--- config.mk ---
export PLATFORM = sky130hd
export DESIGN_NAME = single_wire_frame_transceiver
export DESIGN_NICKNAME = d
export VERILOG_FILES = /design/src/design/swft_pkg.sv /design/src/design/single_wire_frame_transceiver.sv
export SDC_FILE = /design/constraint.sdc
export NUM_CORES = 1
export LEC_CHECK = 0
export ABC_AREA = 1
export BUFFER_PORTS_ARGS = -buffer_cell sky130_fd_sc_hd__buf_2
export CORE_MARGIN = 2
export CORE_UTILIZATION = 62
export DETAILED_ROUTE_END_ITERATION = 10
export HOLD_SLACK_MARGIN = 0.06
export PLACE_DENSITY = 0.86
export RECOVER_POWER = 100
export REMOVE_ABC_BUFFERS = 1
export SLEW_MARGIN = 20
export SYNTH_ARGS = -nofsm -noshare
export SYNTH_HDL_FRONTEND = slang
export SYNTH_SLANG_ARGS = --single-unit
--- constraint.sdc ---
create_clock -name clk_i -period 6.65 [get_ports clk_i]
set_input_delay 0.665 -clock clk_i [delete_from_list [all_inputs] [get_ports clk_i]]
set_output_delay 0.665 -clock clk_i [all_outputs]
set_load 0.005 [all_outputs]
--- src/design/swft_pkg.sv ---
`timescale 1ns / 1ps
`default_nettype none

package swft_pkg;

  // frame and table sizes
  localparam int unsigned DEVICE_PINS  = 12;
  localparam int unsigned PATH_ENTRIES = 7;
  localparam int unsigned FRAME_W      = 14;
  localparam int unsigned CTRL_MAX     = 8;
  localparam int unsigned PATH_MAX     = 4;

  // input word kinds carried on tuser
  localparam logic OP_TICK  = 1'b0;
  localparam logic OP_QUEUE = 1'b1;

  // configuration register indexes
  localparam logic [2:0] REG_WORK_PERIOD     = 3'd0;
  localparam logic [2:0] REG_CONTROLLER_BITS = 3'd1;
  localparam logic [2:0] REG_PATH_BITS       = 3'd2;
  localparam logic [2:0] REG_NODE_NUMBER     = 3'd3;
  localparam logic [2:0] REG_DEVICE_COUNT    = 3'd4;
  localparam logic [2:0] REG_CONTROLLER_TYPE = 3'd5;

  // controller types
  localparam logic CTYPE_LIGHTS = 1'b0;
  localparam logic CTYPE_ARROWS = 1'b1;

  // path tables, one device level word per path
  localparam logic [DEVICE_PINS-1:0] LIGHT_PATHS [PATH_ENTRIES] = '{
    12'b100000000000, 12'b011100000000, 12'b011010000000, 12'b010001110000,
    12'b010001101000, 12'b010001000110, 12'b010001000101
  };
  localparam logic [DEVICE_PINS-1:0] ARROW_PATHS [PATH_ENTRIES] = '{
    12'b000000100000, 12'b000000011000, 12'b000000001000, 12'b000000000000,
    12'b000000000100, 12'b000000000010, 12'b000000000011
  };

  // device levels for a path, zero past the end of the table
  function automatic logic [DEVICE_PINS-1:0] path_levels(input logic ctype,
                                                         input logic [3:0] path);
    logic [DEVICE_PINS-1:0] lv;
    lv = '0;
    if (32'(path) < PATH_ENTRIES) begin
      if (ctype == CTYPE_ARROWS) begin
        lv = ARROW_PATHS[path[2:0]];
      end else begin
        lv = LIGHT_PATHS[path[2:0]];
      end
    end
    return lv;
  endfunction

  // low-bit mask of a given width inside a frame word
  function automatic logic [FRAME_W-1:0] low_mask(input logic [3:0] width);
    logic [FRAME_W:0] one_hot;
    one_hot = (FRAME_W+1)'(1) << width;
    return FRAME_W'(one_hot - (FRAME_W+1)'(1));
  endfunction

endpackage

`default_nettype wire

--- src/design/single_wire_frame_transceiver.sv ---
`timescale 1ns / 1ps
`default_nettype none

// Half-duplex single-wire frame transceiver. Each input word is either a
// millisecond tick carrying the sampled bus level, or a request to queue a
// frame (start 1, controller number, path number, stop 0, sent MSB first).
// One result word comes back per input word. The block takes one word per
// clock: all the work for a word is done in one pass of shallow logic into
// the output register, and a new word is taken whenever that register is
// empty or being drained in the same cycle. Configuration writes go through the plain
// write port; the user must make them only while the stream is idle, which is not checked.
module single_wire_frame_transceiver (
  input  logic        clk_i,
  input  logic        rst_ni,
  // configuration write port
  input  logic        cfg_we_i,
  input  logic [2:0]  cfg_addr_i,
  input  logic [15:0] cfg_wdata_i,
  // input stream
  input  logic        s_axis_tvalid,
  output logic        s_axis_tready,
  input  logic [15:0] s_axis_tdata,   // bus_in, dest_controller[7:0], dest_path[3:0], zero fill
  input  logic        s_axis_tuser,   // op
  // result stream
  output logic        m_axis_tvalid,
  input  logic        m_axis_tready,
  output logic [23:0] m_axis_tdata    // bus_out, bus_drive, sending, receiving, frame_ok,
                                      // frame_error, addressed_here, device_levels[11:0],
                                      // zero fill
);

  localparam int unsigned FW = swft_pkg::FRAME_W;
  localparam int unsigned DP = swft_pkg::DEVICE_PINS;

  // configuration registers
  logic [15:0] work_period_q;
  logic [3:0]  ctrl_bits_q;
  logic [2:0]  path_bits_q;
  logic [7:0]  node_number_q;
  logic [3:0]  device_count_q;
  logic        ctrl_type_q;

  // transceiver state
  logic [FW-1:0] tx_frame_q, tx_frame_d;
  logic [FW-1:0] tx_mask_q, tx_mask_d;
  logic          tx_active_q, tx_active_d;
  logic [FW-1:0] rx_shift_q, rx_shift_d;
  logic          rx_active_q, rx_active_d;
  logic [15:0]   elapsed_q, elapsed_d;
  logic [DP-1:0] levels_q, levels_d;
  logic          line_q, line_d;

  // output register
  logic        out_valid_q;
  logic [23:0] out_data_q, out_data_d;

  logic          accept;
  logic          in_bus;
  logic [7:0]    in_ctrl;
  logic [3:0]    in_path;
  logic [3:0]    frame_len;
  logic [FW-1:0] start_bit;
  logic [3:0]    path_shift;
  logic [FW-1:0] rx_next;
  logic [FW-1:0] cur_mask;
  logic [FW-1:0] ctrl_word;
  logic [FW-1:0] path_word;
  logic [3:0]    dev_n;
  logic [DP-1:0] dev_mask;
  logic [DP-1:0] entry;
  logic          drive, ok, err, addressed;
  logic [3:0]    wr_cb;
  logic [2:0]    wr_pb;

  assign accept        = s_axis_tvalid && s_axis_tready;
  assign s_axis_tready = !out_valid_q || m_axis_tready;
  assign m_axis_tvalid = out_valid_q;
  assign m_axis_tdata  = out_data_q;

  assign in_bus  = s_axis_tdata[0];
  assign in_ctrl = s_axis_tdata[8:1];
  assign in_path = s_axis_tdata[12:9];

  // frame geometry from the field widths
  assign frame_len  = ctrl_bits_q + 4'(path_bits_q) + 4'd1;
  assign start_bit  = FW'(1) << frame_len;
  assign path_shift = 4'(path_bits_q) + 4'd1;

  // received fields and the device update mask
  assign ctrl_word = (rx_next >> path_shift) & swft_pkg::low_mask(ctrl_bits_q);
  assign path_word = (rx_next >> 1) & swft_pkg::low_mask(4'(path_bits_q));
  assign dev_n     = (32'(device_count_q) > DP) ? 4'(DP) : device_count_q;
  assign dev_mask  = DP'(swft_pkg::low_mask(dev_n));
  assign entry     = swft_pkg::path_levels(ctrl_type_q, path_word[3:0]);

  // one pass: queue or tick, send phase then receive phase
  always_comb begin
    tx_frame_d  = tx_frame_q;
    tx_mask_d   = tx_mask_q;
    tx_active_d = tx_active_q;
    rx_shift_d  = rx_shift_q;
    rx_active_d = rx_active_q;
    elapsed_d   = elapsed_q;
    levels_d    = levels_q;
    line_d      = line_q;
    drive       = 1'b0;
    ok          = 1'b0;
    err         = 1'b0;
    addressed   = 1'b0;
    rx_next     = {rx_shift_q[FW-2:0], in_bus};
    cur_mask    = tx_active_q ? tx_mask_q : start_bit;

    if (s_axis_tuser == swft_pkg::OP_QUEUE) begin
      tx_frame_d = start_bit
                 | ((FW'(in_ctrl) & swft_pkg::low_mask(ctrl_bits_q)) << path_shift)
                 | ((FW'(in_path) & swft_pkg::low_mask(4'(path_bits_q))) << 1);
    end else begin
      if (elapsed_q != 16'hFFFF) begin
        elapsed_d = elapsed_q + 16'd1;
      end
      // send phase
      if (tx_frame_q != '0) begin
        drive = 1'b1;
        if (elapsed_d >= work_period_q) begin
          elapsed_d = '0;
          if (!rx_active_q) begin
            tx_active_d = 1'b1;
            line_d      = |(tx_frame_q & cur_mask);
            tx_mask_d   = cur_mask >> 1;
            if (tx_mask_d == '0) begin
              tx_active_d = 1'b0;
              tx_frame_d  = '0;
            end
          end
        end
      end
      // receive phase, only while not sending
      if (!tx_active_d) begin
        if (!rx_active_q) begin
          if (in_bus) begin
            rx_shift_d  = FW'(1);
            rx_active_d = 1'b1;
            elapsed_d   = '0;
          end
        end else if (elapsed_d >= work_period_q) begin
          elapsed_d  = '0;
          rx_shift_d = rx_next;
          if (rx_next >= start_bit) begin
            if (!rx_next[0]) begin
              ok = 1'b1;
              if (ctrl_word[7:0] == node_number_q) begin
                addressed = 1'b1;
                levels_d  = (levels_q & ~dev_mask) | (entry & dev_mask);
              end
            end else begin
              err = 1'b1;
            end
            rx_active_d = 1'b0;
            rx_shift_d  = '0;
          end
        end
      end
    end

    out_data_d = {5'd0, levels_d, addressed, err, ok, rx_active_d, tx_active_d,
                  drive, drive && line_d};
  end

  // state registers
  always_ff @(posedge clk_i or negedge rst_ni) begin
    if (!rst_ni) begin
      tx_frame_q  <= '0;
      tx_mask_q   <= '0;
      tx_active_q <= 1'b0;
      rx_shift_q  <= '0;
      rx_active_q <= 1'b0;
      elapsed_q   <= '0;
      levels_q    <= '0;
      line_q      <= 1'b0;
    end else if (accept) begin
      tx_frame_q  <= tx_frame_d;
      tx_mask_q   <= tx_mask_d;
      tx_active_q <= tx_active_d;
      rx_shift_q  <= rx_shift_d;
      rx_active_q <= rx_active_d;
      elapsed_q   <= elapsed_d;
      levels_q    <= levels_d;
      line_q      <= line_d;
    end
  end

  // output register
  always_ff @(posedge clk_i or negedge rst_ni) begin
    if (!rst_ni) begin
      out_valid_q <= 1'b0;
    end else if (accept) begin
      out_valid_q <= 1'b1;
    end else if (m_axis_tready) begin
      out_valid_q <= 1'b0;
    end
  end

  always_ff @(posedge clk_i) begin
    if (accept) begin
      out_data_q <= out_data_d;
    end
  end

  // write values with zero widths ignored and large widths saturated
  assign wr_cb = (cfg_wdata_i[3:0] > 4'(swft_pkg::CTRL_MAX)) ? 4'(swft_pkg::CTRL_MAX)
                                                             : cfg_wdata_i[3:0];
  assign wr_pb = (cfg_wdata_i[2:0] > 3'(swft_pkg::PATH_MAX)) ? 3'(swft_pkg::PATH_MAX)
                                                             : cfg_wdata_i[2:0];

  // configuration registers
  always_ff @(posedge clk_i or negedge rst_ni) begin
    if (!rst_ni) begin
      work_period_q  <= 16'd10;
      ctrl_bits_q    <= 4'd2;
      path_bits_q    <= 3'd4;
      node_number_q  <= 8'd0;
      device_count_q <= 4'd12;
      ctrl_type_q    <= swft_pkg::CTYPE_LIGHTS;
    end else if (cfg_we_i) begin
      unique case (cfg_addr_i)
        swft_pkg::REG_WORK_PERIOD: work_period_q <= cfg_wdata_i;
        swft_pkg::REG_CONTROLLER_BITS: begin
          if (cfg_wdata_i[3:0] != 4'd0) begin
            ctrl_bits_q <= wr_cb;
          end
        end
        swft_pkg::REG_PATH_BITS: begin
          if (cfg_wdata_i[2:0] != 3'd0) begin
            path_bits_q <= wr_pb;
          end
        end
        swft_pkg::REG_NODE_NUMBER:     node_number_q  <= cfg_wdata_i[7:0];
        swft_pkg::REG_DEVICE_COUNT:    device_count_q <= cfg_wdata_i[3:0];
        swft_pkg::REG_CONTROLLER_TYPE: ctrl_type_q    <= cfg_wdata_i[0];
        default: ;
      endcase
    end
  end

  // sender and receiver never run together
  a_half_duplex: assert property (@(posedge clk_i) disable iff (!rst_ni)
    !(tx_active_q && rx_active_q))
    else $error("send and receive active at once");

  // an active send always has a pending frame
  a_tx_has_frame: assert property (@(posedge clk_i) disable iff (!rst_ni)
    tx_active_q |-> (tx_frame_q != '0))
    else $error("send active with no frame pending");

  // a completed frame is either good or bad, and only good frames are taken
  a_flags: assert property (@(posedge clk_i) disable iff (!rst_ni)
    out_valid_q |-> (!(out_data_q[4] && out_data_q[5]) && (!out_data_q[6] || out_data_q[4])))
    else $error("inconsistent frame flags");

  // an idle receiver holds a cleared shift register
  a_rx_idle_clear: assert property (@(posedge clk_i) disable iff (!rst_ni)
    !rx_active_q |-> (rx_shift_q == '0))
    else $error("receiver idle with data in shift register");

endmodule

`default_nettype wire

# --- After elaboration in Yosys (flattened, before gate mapping) ---
# Memory sizes are Yosys's and may differ from the RTL's.
# Index checks and enable logic that the tools add are counted.
classes:
  n_addsub: 7
  order_cmp: 8
  eq_ne: 9
  shifts: 6
  mux: 57
  n_bitwise: 17
  n_reduce_logical: 27
op_table:
  columns: ["operator", "n"]
  rows:
  - ["$mux 12", 13]
  - ["$mux 16", 9]
  - ["$mux 14", 6]
  - ["$mux 13", 4]
  - ["$ge 16x16->1", 2]
  - ["$or 14x14->14", 2]
  - ["$shl 1x4->14 const A", 2]
  - ["$and 12x12->12", 2]
  - ["$mux 1", 22]
  - ["$add 16x1->16 const B", 1]
  - ["$ne 16x16->1 const B", 1]
  - ["$reduce_and 5->1", 3]
  - ["$and 14x14->14", 1]
  - ["$and 8x14->14", 1]
  - ["$ge 14x14->1", 1]
  - ["$logic_not 14->1", 1]
  - ["$reduce_bool 14->1", 1]
  - ["$reduce_or 14->1", 1]
  - ["$shl 14x4->14", 1]
  - ["$shr 14x4->8", 1]
  - ["$sub 14x1->14 const B", 1]
  - ["$and 4x13->13", 1]
  - ["$shl 1x3->13 const A", 1]
  - ["$sub 13x1->13 const B", 1]
  - ["34 further kinds", 52]
word_totals:
  reg_bits: 127
  rom_bits: 192
  output_inout_bits: 26
  elab_cells: 151
  mem_count: 2
memory_table:
  columns: ["memory", "depth", "width", "rd", "rd_ports_with_merged_regs", "wr", "line_no", "rtl"]
  rows:
  - ["(no name shown)", 8, 12, 1, 0, 0, "swft_pkg.sv:48", "lv = LIGHT_PATHS[path[2:0]];"]
  - ["(no name shown)", 8, 12, 1, 0, 0, "swft_pkg.sv:46", "lv = ARROW_PATHS[path[2:0]];"]

# --- Logic depth before layout (Yosys ltp) ---
# Gate-level depths: netlist (run 1).
logic_depth:
  word_depth: 18
  ltp_mapped: 39
  ltp_nobuf: 38

# --- Worst setup path before layout (run 1) ---
# OpenSTA, ideal clock, no wires.
synth_path:
  kind: "reg2reg"
  start: "register elapsed_q[0]"
  end: "register out_data_q[10] (netlist: m_axis_tdata[10]) (data pin)"
  setup_ns: 0.255
  arrival_ns: 4.405
  required_time_ns: 6.395
  path_slack_ns: 1.990
  path_stages_with_launch: 32
  synth_period_minus_slack_ns: 4.660
  path_cell_list: "dfrtp_1 -> ha_1 -> nand3_1 -> nor3_1 -> nand3_1 -> nor2_1 -> nand3_1 -> nand3_1 -> nor2_1 -> nand2_1 -> xor2_1 -> inv_1 -> ha_1 -> nand4_1 -> nor3_1 -> nand3_1 -> nand3_1 -> nand2_1 -> inv_1 -> clkbuf_1 -> nor2_1 -> ha_1 -> nand2_1 -> nor3_1 -> nand3_1 -> nand3_1 -> nand3_1 -> nor2_2 -> inv_2 -> nor2_4 -> nand3_1 -> and2_1"
synth_between:
  elab_chain_cells: 12
synth_lines:
  columns: ["item", "line_no", "rtl"]
  rows:
  - ["start: declaration", "single_wire_frame_transceiver.sv:49", "logic [15:0] elapsed_q, elapsed_d;"]
  - ["start signal: assignment", "single_wire_frame_transceiver.sv:186", "elapsed_q <= elapsed_d;"]
  - ["$add 16x1->16 or $ne 16x16->1 (tied branches)", "single_wire_frame_transceiver.sv:119, single_wire_frame_transceiver.sv:118", null]
  - ["$mux 16 (*)", "single_wire_frame_transceiver.sv:118", "if (elapsed_q != 16'hFFFF) begin"]
  - ["$mux 16 (*)", "single_wire_frame_transceiver.sv:113", "if (s_axis_tuser == swft_pkg::OP_QUEUE) begin"]
  - ["$ge 16x16->1", "single_wire_frame_transceiver.sv:124", "if (elapsed_d >= work_period_q) begin"]
  - ["$mux 16", "single_wire_frame_transceiver.sv:124", null]
  - ["$mux 16", "single_wire_frame_transceiver.sv:122", "if (tx_frame_q != '0) begin"]
  - ["$mux 16", "single_wire_frame_transceiver.sv:113", null]
  - ["$ge 16x16->1", "single_wire_frame_transceiver.sv:145", "end else if (elapsed_d >= work_period_q) begin"]
  - ["$mux 12", "single_wire_frame_transceiver.sv:145", null]
  - ["$mux 12", "single_wire_frame_transceiver.sv:139", "if (!rx_active_q) begin"]
  - ["$mux 12 (*)", "single_wire_frame_transceiver.sv:138", "if (!tx_active_d) begin"]
  - ["$mux 12 (*)", "single_wire_frame_transceiver.sv:113", null]
  - ["net levels_d[3]", "single_wire_frame_transceiver.sv:50", "logic [DP-1:0] levels_q, levels_d;"]
  - ["end signal: assignment", "single_wire_frame_transceiver.sv:205", "out_data_q <= out_data_d;"]
  - ["end: declaration", "single_wire_frame_transceiver.sv:55", "logic [23:0] out_data_q, out_data_d;"]
# Mark *: on every way through the listed nets, which the timed path passes. The rest lies on a longest branch. The select of a mux whose other input is x is not followed.
# A chain may end at the register's enable or synchronous reset.

# --- Final worst setup path (run 1) ---
# Ends and elaborated chain as after synthesis.

==> summary.txt, run 1 <==
Finish
  • # fillers: 1181
  • Post-layout instance area: roughly 0.010 mm²
  • Area grow syn2layout: 10.4%
  • Layout cells sized above 1: a little under a tenth
  • Inserted Diodes: 0
  • Nets: roughly 1400

Yosys
  • Sequential fraction of the synthesis area: 36.3%
  • Syn. warnings: 0
  • XOR/XNOR share of the synthesized area: 1.05%
  • Top post-synthesis cells by count: nand2_1 (343), inv_1 (165), nand3_1 (128), nor2_1 (115), o21ai_0 (111)
  • Average cell area after synthesis: about 7 µm²
  • Post-Syn Instances: approximately 1300
  • Mux cell area share after synthesis: 0%
  • Post-Synth Adder-Cell Area: between 8 and 9%
  • Yosys reg bits: 127
  • Number of synthesized flops with an enable pin: 19
  • Asr flop ratio synth: a little under nine tenths
  • Synth Flop Type: dfrtp_1
  • Compound-Gate Fraction of Synth Area: 12.2%
  • Cell variety after synth: 49
  • Cell taking the most area after synthesis: dfrtp_1
  • Main combinational cell family by area after synthesis: simple AND/OR/NAND/NOR gates
  • Cell area after synthesis: between 0.009 and 0.01 mm²
  • Most frequent cell after synthesis: nand2_1
  • Synth top area cells: dfrtp_1 (28%), nand2_1 (14%), ha_1 (8.7%), nand3_1 (7.1%), inv_1 (6.9%)
  • Post-synth top area share: around 28%
  • Simple-gate share of the synthesized area: 32.1%

CTS
  • CTS Hold Bufs: 0
  • Worst skew pair latency: about 430 ps
  • Root buffer cell: clkbuf_16
  • CTS Sinks: about 130
  • CTS buffer count: 17
  • # H-tree levels: 4
  • Clock slew at reported path FFs: roughly 60 ps
  • Clock tree buffer depth: 2
  • CTS tree: yes

Routing
  • Initial detailed-routing violation count: 839
  • WL per Instance: around 16 µm
  • Drt drc: 0
  • Total routed wirelength: roughly 24000 µm
  • Antenna-violating nets left: 0
  • Vias post-DR: between 8000 and 9000
  • Vias/cell: 5.83
  • Router iterations before antenna repair: 7

GRT
  • Largest net degree at the start of global routing: 80
  • Gr usage total: a little under a third
  • Initial antenna violation count: 0
  • First-pass GRT wire length: ~40000 µm
  • Total gr overflow: 0
  • Number of global-route vias before repair: roughly 8400

Placed design
  • Pre-CTS setup slack: between 500 and 600 ps
  • Detailed placement HPWL: approximately 18000 µm
  • Placed cell areas: 0.00941 mm²
  • Port Buf Inserts: 58
  • Final GP Congestion: between 0.9 and 1

Power
  • Leakage Power: just over 5 nW
  • Worst vdd ir: 0.279 mV
  • Power Total: approximately 3.7 mW
  • Share of total power in the clock network: ~25%
  • Net Switching: 1.65 mW
  • P_int: between 2 and 2.5 mW
  • Gate power share: 44.5%
  • Power Dens Cells: 373 mW/mm²
  • Switching Fraction: ~44%
  • Register share of total power: a little under a third

Die
  • Die W: approximately 120 µm
  • FP Rows: 44
  • Top Ports: 67
  • Core area: approximately 0.014 mm²
  • Die H: roughly 120 µm
  • Initial Utilization: approximately 63%
  • Die area: ~0.016 mm²

Outcome
  • Failing checks: max-capacitance violations, max-slew violations
  • Status: finished, violations left

Hold path
  • Hold Startpoint: levels_q[2]
  • HP Class: reg2reg

Timing
  • Worst slew pin tran: between 3000 and 4000 ps
  • RSZ-0062 raised after global routing: no
  • Setup-failing EPs final: 0
  • Final worst path period share: between 90 and 100%
  • Fmax: 0.165 GHz
  • Final Hold Violating Endpoints: 0
  • Slew Limit Fails: around 150
  • Worst Skew: 9.66 ps
  • Max-slew headroom: -156%
  • Post-route setup TNS: 0 ps
  • Minimum clock period: around 6100 ps
  • Fin worst setup slack: roughly 570 ps

Worst setup path
  • Most common cell on crit path: nand3_1
  • Worst R2R End: m_axis_tdata[10]
  • R2r worst-path depth: 32
  • Critical Path Fanout Max: 16
  • CP Class: reg2reg
  • Biggest cell delay along the critical path: roughly 380 ps
  • CP startpoint: elapsed_q[0]
  • Setup crit end: m_axis_tdata[10]
  • FF-to-FF setup slack: between 500 and 600 ps
  • Required @ worst endpoint: just under 7000 ps
  • Worst EP arrival: around 6300 ps
  • Crit start category: register
  • Worst path slowest cell: dfrtp_1
  • R2R Path Start: elapsed_q[0]
  • Crit. End Element: register

Job
  • Max Cap Viol: 3
## state kept, by name, summed over array words and instances (netlist names), 3 cells and up
| signal | count |
|---|---|
| device_count_q | 4 |
| work_period_q | 16 |
| ctrl_bits_q | 4 |
| tx_mask_q | 13 |
| tx_frame_q | 14 |
| path_bits_q | 3 |
| node_number_q | 8 |
| rx_shift_q | 13 |
| levels_q | 12 |
| m_axis_tdata | 19 |
| elapsed_q | 16 |
## worst max-delay path, delay by kind of cell, from the launching register on
kind / cells / cell delay, ps
buffers and inverters: 4 / 550
XOR/XNOR: 1 / 190
flip-flops: 1 / 380
AND/OR/NAND/NOR: 21 / 3530
adder cells (fa/ha/maj): 3 / 670
AO/OA/AOI/OAI: 3 / 490
## final cells by class
cell class	count	area (µm²)	share of cell area [%]
flip-flops and latches	127	3280	32.9
well taps	184	230	2.31
repair buffers	63	329	3.30
multi-input cells	950	4910	49.2
clock inverters	9	85.1	0.852
clock buffers	23	489	4.90
inverters	173	653	6.54
## through the flow
| stage | hold WS [ps] | util [%] | cells |
|---|---|---|---|
| 4_1_cts | 167 | 69.5 | 1528 |
| 6_report | 483 | 69.5 | 1529 |
| 5_1_grt | 499 | 69.5 | 1529 |
| 2_1_floorplan | 369 | - | 1250 |
| 3_5_place_dp | 466 | 65.5 | 1496 |
| 3_3_place_gp | 462 | 65.5 | 1496 |
## worst min-delay path by stage
| stage | to | cells after the start | slack [ps] |
|---|---|---|---|
| after floorplan | ctrl_bits_q[0] | 0 | 370 |
| after global placement | levels_q[2] | 2 | 460 |
| after detailed placement | levels_q[2] | 2 | 470 |
| after CTS | ctrl_bits_q[0] | 1 | 170 |
| after global routing | levels_q[3] | 2 | 500 |
| final | levels_q[2] | 2 | 480 |
## cell usage in the layout (no fill, tap or decap), types with 7 or more instances in the layout
| master | n |
|---|---|
| xor2_1 | 8 |
| a21oi_1 | 50 |
| nor2_1 | 116 |
| clkbuf_16 | 18 |
| nand3_2 | 7 |
| dfrtp_1 | 102 |
| ha_1 | 63 |
| buf_2 | 50 |
| edfxtp_1 | 19 |
| o22ai_1 | 11 |
| nand2_1 | 345 |
| nand3_1 | 129 |
| inv_1 | 165 |
| nand4_1 | 17 |
| nor3_1 | 24 |
| o21ai_0 | 111 |
| clkbuf_1 | 11 |
| a31oi_1 | 11 |
## per-layer routing
layer / global-route usage [%] / part of all wire, %
met5: 0 / 0
met4: 13.4 / 3.6
met3: 6.40 / 6.8
met2: 52.1 / 48
met1: 40.8 / 42
## power groups by stage
| stage | Clock [mW] | Sequential (mW) | Combinational [mW] |
|---|---|---|---|
| floorplan | 0 | 1.10 | 1.21 |
| global placement | 0 | 1.14 | 1.55 |
| detailed placement | 0 | 1.15 | 1.61 |
| CTS | 0.916 | 1.14 | 1.63 |
| global route | 0.951 | 1.17 | 1.89 |
| finish | 0.917 | 1.15 | 1.66 |
## cell families after synthesis
family,after synthesis
DFF,127
and+or+nand+nor,666
buffers and inverters,213
other,1
adders and majority gates,64
AOI/OAI and AO/OA,205
xor gates and xnor gates,10
## what timing repair did
action,CTS,global route
hold endpoints to repair,0,0
endpoints found under the setup margin,0,13
setup buffers,0,1
gates resized for setup,0,3
No activity file was read; power rests on OpenSTA's default activity.
==> inputs of run 2 (changes only) <==
- BUFFER_PORTS_ARGS: -buffer_cell sky130_fd_sc_hd__buf_2 -> not set
- CORE_UTILIZATION: 62 -> 65
- DONT_BUFFER_PORTS: not set -> 1
- PLACE_DENSITY: 0.86 -> 0.85
==> summary.txt, run 2 (same netlist as run 1, synthesis figures left out) <==
GRT
  • Initial antenna violation count: 0 (unchanged)
  • Met1 Track Usage GR: 43.0% (was 40.8%)
  • GRT met2 Usage: 51.9% (was 52.1%)
  • Largest net degree at the start of global routing: 103 (was 80)
  • Number of global-route vias before repair: 8075 (was 8434)
  • Total gr overflow: 0 (unchanged)
  • Busiest grt layer: met2 (unchanged)
  • Gr usage total: 32.9% (was 31.7%)
  • First-pass GRT wire length: 38300 µm (was 40000 µm)
  • Global routing met3 resource utilization: 8.24% (was 6.40%)

Worst setup path
  • R2r worst-path depth: 33 (was 32)
  • Required @ worst endpoint: 7000 ps (was 6830 ps)
  • WP buf/inv: 4 (unchanged)
  • Critical Path Fanout Max: 26 (was 16)
  • Crit. End Element: register (unchanged)
  • Instance count on the critical path: 33 (was 32)
  • Biggest cell delay along the critical path: 380 ps (about the same)
  • Worst path slowest cell: dfrtp_1 (unchanged)
  • Worst EP arrival: 6360 ps (was 6250 ps)
  • Crit start category: register (unchanged)
  • Most common cell on crit path: nand3_1 (unchanged)
  • Crit-path leading delay family: simple AND/OR/NAND/NOR gates (unchanged)
  • CP Class: reg2reg (unchanged)

Timing
  • Final worst path period share: 90.3% (was 91.4%)
  • Worst slew pin tran: 5500 ps (was 3840 ps)
  • Fmax: 0.167 GHz (was 0.165 GHz)
  • Fin worst setup slack: 645 ps (was 574 ps)
  • Slew Limit Fails: 137 (was 146)
  • Worst Skew: 11.1 ps (was 9.66 ps)
  • RSZ-0062 raised after global routing: no (unchanged)
  • Setup-failing EPs final: 0 (unchanged)
  • Max-slew headroom: -267% (was -156%)
  • Final Hold Violating Endpoints: 0 (unchanged)
  • Minimum clock period: 6000 ps (was 6080 ps)
  • Post-route setup TNS: 0 ps (unchanged)

CTS
  • # H-tree levels: 4 (unchanged)
  • CTS buffer count: 17 (unchanged)
  • Worst skew pair latency: 440 ps (was 430 ps)
  • Clock tree buffer depth: 2 (unchanged)
  • Root buffer cell: clkbuf_16 (unchanged)
  • Clock slew at reported path FFs: 60 ps (about the same)
  • CTS tree: yes (unchanged)
  • CTS Sinks: 127 (unchanged)

Power
  • Gate power share: 44.5% (about the same)
  • Worst vdd ir: 0.277 mV (was 0.279 mV)
  • Power Dens Cells: 378 mW/mm² (was 373 mW/mm²)
  • Share of total power in the clock network: 24.0% (was 24.6%)
  • Net Switching: 1.63 mW (was 1.65 mW)
  • Power Total: 3.64 mW (was 3.72 mW)
  • Switching Fraction: 44.7% (was 44.2%)
  • Register share of total power: 31.5% (was 30.8%)
  • P_int: 2.01 mW (was 2.08 mW)
  • Leakage Power: 4.86 nW (was 5.10 nW)

Placed design
  • Detailed placement HPWL: 16900 µm (was 17700 µm)
  • Port Buf Inserts: 0 (was 58)
  • Final GP Congestion: 0.949 (was 0.927)
  • Placed cell areas: 0.00910 mm² (was 0.00941 mm²)
  • Pre-CTS setup slack: 616 ps (was 526 ps)

Die
  • Initial Utilization: 65.9% (was 62.9%)
  • Top Ports: 67 (unchanged)
  • Core area: 0.0137 mm² (was 0.0144 mm²)
  • Die area: 0.0149 mm² (was 0.0156 mm²)
  • Die H: 122 µm (was 125 µm)
  • FP Rows: 43 (was 44)
  • Die W: 122 µm (was 125 µm)

Routing
  • Vias/cell: 5.84 (was 5.83)
  • Router iterations before antenna repair: 8 (was 7)
  • Total routed wirelength: 23300 µm (was 24200 µm)
  • Vias post-DR: 8570 (was 8910)
  • Antenna-violating nets left: 0 (unchanged)
  • Drt drc: 0 (unchanged)
  • WL per Instance: 15.8 µm (was 15.9 µm)
  • Initial detailed-routing violation count: 825 (was 839)

Outcome
  • Failing checks: max-capacitance violations, max-slew violations (unchanged)
  • Status: finished, violations left (unchanged)

Finish
  • Commonest non-fill, non-tap cell in the layout: nand2_1 (unchanged)
  • Commonest cells after routing, fill and taps aside: nand2_1 (346), inv_1 (165), nand3_1 (129), nor2_1 (117), o21ai_0 (111) (was nand2_1 (345), inv_1 (165), nand3_1 (129), nor2_1 (116), o21ai_0 (111))
  • Area grow syn2layout: 6.60% (was 10.4%)
  • Nets: 1379 (was 1437)
  • Post-layout instance area: 0.00964 mm² (was 0.00998 mm²)
  • # fillers: 1165 (was 1181)
  • Largest register FFs: 19 (unchanged)
  • Inserted Diodes: 0 (unchanged)
  • Layout cells sized above 1: 5.28% (was 9.07%)

Job
  • Max Cap Viol: 2 (was 3)

Hold path
  • HP Class: in2async (was reg2reg)
## run 2: repair_timing
action,4_1_cts,5_1_grt
buffers inserted,0,1
hold endpoints to repair,102,0
setup endpoints to repair,0,13
resized for setup,0,1
hold buffers,1,0
## run 2: metrics by stage
step / hold WS [ps] / util (%) / cells
6_report: 77.0 / 70.3 / 1467
5_1_grt: 61.9 / 70.3 / 1467
4_1_cts: 68.2 / 70.5 / 1466
3_5_place_dp: 374 / 66.3 / 1433
3_3_place_gp: 374 / 66.3 / 1433
2_1_floorplan: 369 / - / 1250
## run 2: final cells by class
type,count,area [µm²],area share (%)
well taps,180,225,2.34
repair buffers,5,38.8,0.402
inverters,173,653,6.78
clock inverters,14,116,1.21
multi-input cells,950,4890,50.8
flip-flops and latches,127,3280,34.0
clock buffers,18,429,4.45
## run 2: path summary, 6_finish.rpt
| path | from | end | slack [ps] |
|---|---|---|---|
| max | elapsed_q[0] | rx_shift_q[1] | 650 |
| min | rst_ni | ctrl_bits_q[1] | 80 |
| max reg2reg | elapsed_q[0] | rx_shift_q[1] | 650 |
| min reg2reg | levels_q[8] | levels_q[8] | 480 |
| max in group asynchronous | rst_ni | work_period_q[13] | 1270 |
| min in group clk_i | cfg_wdata_i[11] | work_period_q[11] | 390 |
## run 2: per-layer routing
layer / up-vias / share of wire, %
li1: 4200 / -
met1: 3958 / 43
met4: 0 / 2.9
met2: 349 / 46
met3: 63 / 7.4
met5: - / 0
## run 2: power groups by stage
stage	clock, mW	combinational, mW	sequential [mW]
after floorplan	0	1.21	1.10
after global placement	0	1.52	1.15
after detailed placement	0	1.57	1.15
after CTS	0.877	1.60	1.14
after global routing	0.916	1.85	1.17
final	0.874	1.62	1.15
